[src/rtl/mf3_pkg.sv]
package mf3_pkg;

    localparam int MAX_WIDTH  = 2048;
    localparam int MAX_HEIGHT = 2048;

    localparam int PIX_W       = 8;
    localparam int OUT_W       = 11;
    localparam int CFG_W       = 12;
    localparam int M_TDATA_W   = 32;
    localparam int COL_W       = $clog2(MAX_WIDTH);
    localparam int ROW_W       = $clog2(MAX_HEIGHT);
    localparam int WCMP_W      = (CFG_W > COL_W + 1) ? CFG_W : COL_W + 1;
    localparam int HCMP_W      = (CFG_W > ROW_W + 1) ? CFG_W : ROW_W + 1;
    localparam int MIN_DIM     = 5;

    typedef logic [PIX_W-1:0]  pixel_t;
    typedef logic [COL_W-1:0]  col_t;
    typedef logic [ROW_W-1:0]  row_t;
    typedef logic [COL_W:0]    wdim_t;
    typedef logic [ROW_W:0]    hdim_t;
    typedef logic [OUT_W-1:0]  coord_t;
    typedef logic [CFG_W-1:0]  cfg_data_t;
    typedef logic [WCMP_W-1:0] wcmp_t;
    typedef logic [HCMP_W-1:0] hcmp_t;

    // row-major 3x3 window, entry 4 is the centre
    typedef logic [8:0][PIX_W-1:0] pix_win_t;

    typedef struct packed {
        logic   emit;
        logic   inner;
        coord_t row;
        coord_t col;
    } win_ctrl_t;

    typedef enum logic [0:0] {
        REG_IMAGE_WIDTH  = 1'b0,
        REG_IMAGE_HEIGHT = 1'b1
    } cfg_reg_t;

    function automatic wdim_t clamp_width(cfg_data_t v);
        wcmp_t ve;
        ve = wcmp_t'(v);
        if (ve < wcmp_t'(MIN_DIM))
            return wdim_t'(MIN_DIM);
        else if (ve > wcmp_t'(MAX_WIDTH))
            return wdim_t'(MAX_WIDTH);
        else
            return wdim_t'(ve);
    endfunction

    function automatic hdim_t clamp_height(cfg_data_t v);
        hcmp_t ve;
        ve = hcmp_t'(v);
        if (ve < hcmp_t'(MIN_DIM))
            return hdim_t'(MIN_DIM);
        else if (ve > hcmp_t'(MAX_HEIGHT))
            return hdim_t'(MAX_HEIGHT);
        else
            return hdim_t'(ve);
    endfunction

endpackage

[src/rtl/mf3_median.sv]
module mf3_median (
    input  logic                clk,
    input  logic                rst_n,
    input  logic                en,
    input  logic                in_valid,
    input  mf3_pkg::pix_win_t   in_win,
    input  mf3_pkg::win_ctrl_t  in_ctrl,
    output logic                out_valid,
    output mf3_pkg::pixel_t     out_pixel,
    output mf3_pkg::win_ctrl_t  out_ctrl
);

    // compare-exchange: upper half is the larger value
    function automatic logic [2*mf3_pkg::PIX_W-1:0] sort2(mf3_pkg::pixel_t a,
                                                          mf3_pkg::pixel_t b);
        return (a > b) ? {a, b} : {b, a};
    endfunction

    logic                sa_valid_reg;
    mf3_pkg::pix_win_t   sa_win_reg;
    mf3_pkg::pixel_t     sa_center_reg;
    mf3_pkg::win_ctrl_t  sa_ctrl_reg;

    logic                sb_valid_reg;
    mf3_pkg::pix_win_t   sb_win_reg;
    mf3_pkg::pixel_t     sb_center_reg;
    mf3_pkg::win_ctrl_t  sb_ctrl_reg;

    logic                out_valid_reg;
    mf3_pkg::pixel_t     out_pixel_reg;
    mf3_pkg::win_ctrl_t  out_ctrl_reg;

    mf3_pkg::pix_win_t   pa;
    mf3_pkg::pix_win_t   pb;
    mf3_pkg::pix_win_t   pc;

    // nineteen-exchange median network, cut into three register stages
    always_comb
    begin
        pa = in_win;
        {pa[2], pa[1]} = sort2(pa[1], pa[2]);
        {pa[5], pa[4]} = sort2(pa[4], pa[5]);
        {pa[8], pa[7]} = sort2(pa[7], pa[8]);
        {pa[1], pa[0]} = sort2(pa[0], pa[1]);
        {pa[4], pa[3]} = sort2(pa[3], pa[4]);
        {pa[7], pa[6]} = sort2(pa[6], pa[7]);
    end

    always_comb
    begin
        pb = sa_win_reg;
        {pb[2], pb[1]} = sort2(pb[1], pb[2]);
        {pb[5], pb[4]} = sort2(pb[4], pb[5]);
        {pb[8], pb[7]} = sort2(pb[7], pb[8]);
        {pb[3], pb[0]} = sort2(pb[0], pb[3]);
        {pb[8], pb[5]} = sort2(pb[5], pb[8]);
        {pb[7], pb[4]} = sort2(pb[4], pb[7]);
        {pb[6], pb[3]} = sort2(pb[3], pb[6]);
        {pb[4], pb[1]} = sort2(pb[1], pb[4]);
        {pb[5], pb[2]} = sort2(pb[2], pb[5]);
    end

    always_comb
    begin
        pc = sb_win_reg;
        {pc[7], pc[4]} = sort2(pc[4], pc[7]);
        {pc[2], pc[4]} = sort2(pc[4], pc[2]);
        {pc[4], pc[6]} = sort2(pc[6], pc[4]);
        {pc[2], pc[4]} = sort2(pc[4], pc[2]);
    end

    always_ff @(posedge clk or negedge rst_n)
    begin
        if (!rst_n)
        begin
            sa_valid_reg  <= 1'b0;
            sb_valid_reg  <= 1'b0;
            out_valid_reg <= 1'b0;
        end
        else if (en)
        begin
            sa_valid_reg  <= in_valid;
            sb_valid_reg  <= sa_valid_reg;
            out_valid_reg <= sb_valid_reg;
        end
    end

    always_ff @(posedge clk)
    begin
        if (en)
        begin
            sa_win_reg    <= pa;
            sa_center_reg <= in_win[4];
            sa_ctrl_reg   <= in_ctrl;
            sb_win_reg    <= pb;
            sb_center_reg <= sa_center_reg;
            sb_ctrl_reg   <= sa_ctrl_reg;
            out_pixel_reg <= sb_ctrl_reg.inner ? pc[4] : sb_center_reg;
            out_ctrl_reg  <= sb_ctrl_reg;
        end
    end

    assign out_valid = out_valid_reg;
    assign out_pixel = out_pixel_reg;
    assign out_ctrl  = out_ctrl_reg;

endmodule

[config.mk]
export PLATFORM = sky130hd
export DESIGN_NAME = mf3_median
export DESIGN_NICKNAME = d
export VERILOG_FILES = /design/src/rtl/mf3_pkg.sv /design/src/rtl/mf3_median.sv
export SDC_FILE = /design/constraint.sdc
export NUM_CORES = 1
export LEC_CHECK = 0
export ABC_AREA = 1
export ABC_CLOCK_PERIOD_IN_PS = 17550
export BUFFER_PORTS_ARGS = -buffer_cell sky130_fd_sc_hd__clkbuf_2
export CAP_MARGIN = 0
export CELL_PAD_IN_SITES_DETAIL_PLACEMENT = 2
export CELL_PAD_IN_SITES_GLOBAL_PLACEMENT = 2
export CORE_ASPECT_RATIO = 0.8
export CORE_MARGIN = 8
export CORE_UTILIZATION = 40
export CTS_BUF_LIST = sky130_fd_sc_hd__clkbuf_8 sky130_fd_sc_hd__clkbuf_16
export CTS_CLUSTER_DIAMETER = 150
export CTS_CLUSTER_SIZE = 10
export DETAILED_ROUTE_END_ITERATION = 10
export PLACE_DENSITY_LB_ADDON = 0.12
export SLEW_MARGIN = 30
export SYNTH_ARGS = -nofsm -noshare
export SYNTH_HDL_FRONTEND = slang
export SYNTH_SLANG_ARGS = --single-unit
[constraint.sdc]
create_clock -name clk -period 17.55 [get_ports clk]
set_input_delay 3.51 -clock clk [delete_from_list [all_inputs] [get_ports clk]]
set_output_delay 3.51 -clock clk [all_outputs]
set_load 0.03 [all_outputs]
Word level (Yosys, flattened, before mapping):

Cells that the tools add are included.

* magnitude comparators: 19
* mux-type cells: 20

Operator list (number)
* two-way mux 16 bit: 15
* greater-than comparator 8 bit: 19
* two-way mux 8 bit: 5

* register bits after elaboration: 203
* input port bits: 100
* output and inout port bits: 33
* logic and storage cells: 70

Longest topological paths before layout:

* word-level depth: 9
* mapped depth: 50
* mapped depth without buffers: 46

Worst setup path before layout:

OpenSTA, ideal clock, no wires.

* kind: input -> register
* start: in in_win[23] in the netlist's numbering
* end: reg sa_win_reg[13] in the netlist's numbering, data pin
* setup time: 0.269 ns
* data arrival time: 6.054 ns
* data required time: 17.281 ns
* setup slack: 11.227 ns
* cell stages on the path: 17
* buffers on the path: 2
* cells stage by stage: inv_1 > ha_1 > nand2_1 > nor2_1 > nand3_1 > o21ai_0 > clkbuf_1 > o21ai_0 > ha_1 > nand2_1 > o21ai_0 > nand2_1 > o211ai_1 > nand2_1 > inv_1 > buf_1 > o21ai_0

RTL lines
* from (decl): RTL line mf3_median.sv:6 `input mf3_pkg::pix_win_t in_win,`
* to (signal assigned): RTL line mf3_median.sv:92 `sa_win_reg <= pa;`
* to (decl): RTL line mf3_median.sv:20 `mf3_pkg::pix_win_t sa_win_reg;`

==> impl_metrics.py <==
metrics = {
    "run_status": {
        "status": "completed",
    },
    "cts": {
        "cts_made_buffers": 24,
        "cts-resized-gates": 0,
        "cts_setup_buffers": 0,
        "cts_root_buf": "clkbuf_16",
        "cts_tree": "built",
        "hold_buffers": 0,
        "cts_buffer_depth": 3,
        "htree_levels": 1,
        "clkSinkCount": 203,
        "cts.clk_slew.worst_paths_ns": 0.06,
        "clk_latency_ns": 0.54,
    },
    "sta": {
        "hold_viol": 0,
        "worst_pin_slew_ns": 0.7914,
        "final-max-slew-violation-count": 0,
        "finalCritPeriodShare": 0.3987,
        "fin_crit_ns": 6.998,
        "rsz0062_at_grt": "false",
        "totalNegativeSetupSlack_ns": 0,
        "finalClockSkew_ns": 0.01787,
        "slew_headroom": 0.4688,
        "fmaxAchievable_mhz": 142.9,
        "setup_violations": 0,
    },
    "place": {
        "dpl.hpwl_um": 30910,
        "place_congestion": 0.8101,
        "placed_area_um2": 13490,
        "portBuffers": 132,
    },
    "synth": {
        "ys_ff_latch": 203,
        "syn_inst": 1339,
        "ys.flop_type": "edfxtp_1",
        "synth_cell_type_count": 35,
        "syn_nets": 1590,
        "syn_area_per_cell_um2": 9.263,
        "syn-cell-area_um2": 12400,
        "yosysWarningCount": 0,
        "synth-edff-count": 200,
        "ys_seq_area_frac": 0.4903,
        "synthArstFlopShare": 0.01478,
    },
    "grt": {
        "met1_usage": 0.2542,
        "top_usage_layer": "met2",
        "grt.met3_usage": 0.03903,
        "grt_pass1_wl_um": 61190,
        "grtUsageMet2": 0.3784,
        "grt_usage": 0.2111,
        "grt_max_degree": 123,
        "globalRouteOverflowTotal": 0,
        "grt_pass1_vias": 11220,
        "antenna_found_initial": 3,
    },
    "critical_path": {
        "cp-start-kind": "primary input",
        "timing.critical_path.slowest_stage_cell": "o21ai_0",
        "critPathMaxStageDelay_ns": 0.59,
        "r2r_cells": 36,
        "cpLargestDelayFamily": "compound AO/OA/AOI/OAI gates",
        "cp.buffers_inverters": 5,
        "cp_cell_sequence": "clkbuf_2 > inv_1 > ha_1 > inv_1 > o21bai_1 > a221oi_1 > o221ai_1 > o21ai_1 > buf_4 > o21ai_0 > ha_1 > a21oi_1 > o21ai_0 > nand2_1 > o211ai_1 > nand2_1 > inv_1 > nand2_1 > o21ai_0",
        "critPathRequiredTime_ns": 17.79,
        "critPathMaxFanout": 32,
        "r2r-end": "out_pixel[5]",
        "critPathCaptureType": "register",
        "rrSetupSlack_ns": 10.66,
        "reg2reg_from": "sb_win_reg[33]",
        "arrival_ns": 7.24,
        "path_class": "primary input to register",
    },
    "worst_hold_path": {
        "min_from": "sb_ctrl_reg[20]",
        "hold_end": "out_ctrl[20]",
        "hold_path_depth": 0,
        "hp-class": "register to register",
    },
    "final_layout": {
        "regArea_um2": 6081,
        "nets": 1718,
        "area_growth_pct": 14.44,
        "antennaDiodeCount": 0,
        "final_area_um2": 14190,
        "multi_input_area_um2": 5540,
        "fill_cells": 3346,
        "drive_above_1_share": 0.1395,
        "largest_reg_flops": 72,
    },
    "die": {
        "ios": 133,
        "die_h_um": 173.5,
        "die_w_um": 212.9,
        "dieArea_um2": 36930,
        "initial_utilization": 0.4073,
        "rows": 57,
        "core_area_um2": 30450,
    },
    "route": {
        "drt-initial-drc-count": 355,
        "detail-route-antenna-nets": 0,
        "drc": 0,
        "routed_wl_um": 39710,
        "viasPerCell": 5.315,
        "wl_per_cell_um": 21.01,
        "firstDrtPassIters": 4,
        "dr_total_vias": 10045,
    },
    "flow_run": {
        "maxCapViolCount": 0,
    },
}
## layout make-up
type | instances | area share
multi-input cells | 928 | 0.3903
clock buffers | 24 | 0.04231
repair buffers | 140 | 0.05316
well taps | 413 | 0.03641
inverters | 170 | 0.04496
clock inverters | 12 | 0.004408
flip-flops and latches | 203 | 0.4284
## layout by cell type (no fill, tap or decap), types with 24 or more instances in the layout
cell,netlist,final
nor2_1,62,62
edfxtp_1,200,200
inv_1,166,176
ha_1,151,151
o21ai_1,28,30
o21ai_0,185,182
nand3_1,25,25
nand2_1,316,316
a21oi_1,92,89
clkbuf_2,0,131
clkbuf_16,0,24
## worst max-delay path by stage
stage,startpoint,end,slack (ns),cells after the start
2_1_floorplan,in_win[23],sa_win_reg[13],11.23,17
3_3_place_gp,in_win[67],sa_win_reg[58],10.46,18
3_5_place_dp,in_win[41],sa_win_reg[32],10.16,19
4_1_cts,in_win[67],sa_win_reg[58],10.60,20
5_1_grt,sb_win_reg[33],out_pixel[5],9.93,35
6_report,in_win[41],sa_win_reg[32],10.55,19
## through the flow
stage	cells	util	worst slack (ns)	hold slack, ns
after floorplan	1339	-	11.23	0.4003
after global placement	1853	0.4426	10.46	0.4005
after detailed placement	1853	0.4429	10.16	0.4065
after CTS	1889	0.4646	10.60	0.4201
after global routing	1890	0.4661	9.926	0.4213
final	1890	0.4661	10.55	0.4115
## worst reg2reg max path: cells and delay by family (launching register included)
| family | cells | cell delay, ns |
|---|---|---|
| flops | 1 | 0.45 |
| compound gates | 10 | 2.38 |
| fa+ha+maj | 4 | 1.15 |
| simple gates | 18 | 1.91 |
| buf+inv | 4 | 0.75 |
## logic make-up (layout without fill, tap and decap cells)
group	Yosys count	count (layout)	synth area share
simple gates	438	438	0.1475
flops	203	203	0.4903
fa+ha+maj	151	151	0.1523
buf+inv	208	346	0.06486
compound gates	338	338	0.1442
mux	1	1	0.0009078
## synth_stat cells (3+ instances only)
master,n,area share
nand4_1,4,0.0020
o21ai_1,28,0.011
a211oi_1,6,0.0036
nor2_1,62,0.019
nand2_4,4,0.0036
edfxtp_1,200,0.48
a21oi_1,92,0.037
nand2_1,316,0.096
o211ai_1,10,0.0061
ha_1,151,0.15
o21bai_1,3,0.0018
a221oi_1,4,0.0028
buf_2,13,0.0052
buf_1,4,0.0012
inv_1,166,0.050
nand3_2,9,0.0073
o21ai_0,185,0.075
nand2_2,12,0.0061
dfrtp_1,3,0.0061
inv_2,4,0.0012
clkbuf_1,20,0.0061
nand3_1,25,0.010
## metal layers
| layer | up-vias | routed length [um] |
|---|---|---|
| met4 | 4 | 1090 |
| met3 | 87 | 1366 |
| met5 | - | 27 |
| met1 | 4929 | 17090 |
| li1 | 4875 | - |
| met2 | 150 | 20130 |
Power is not shown: default switching activity piles up to over one toggle a cycle in this logic, so the estimate is an artifact.
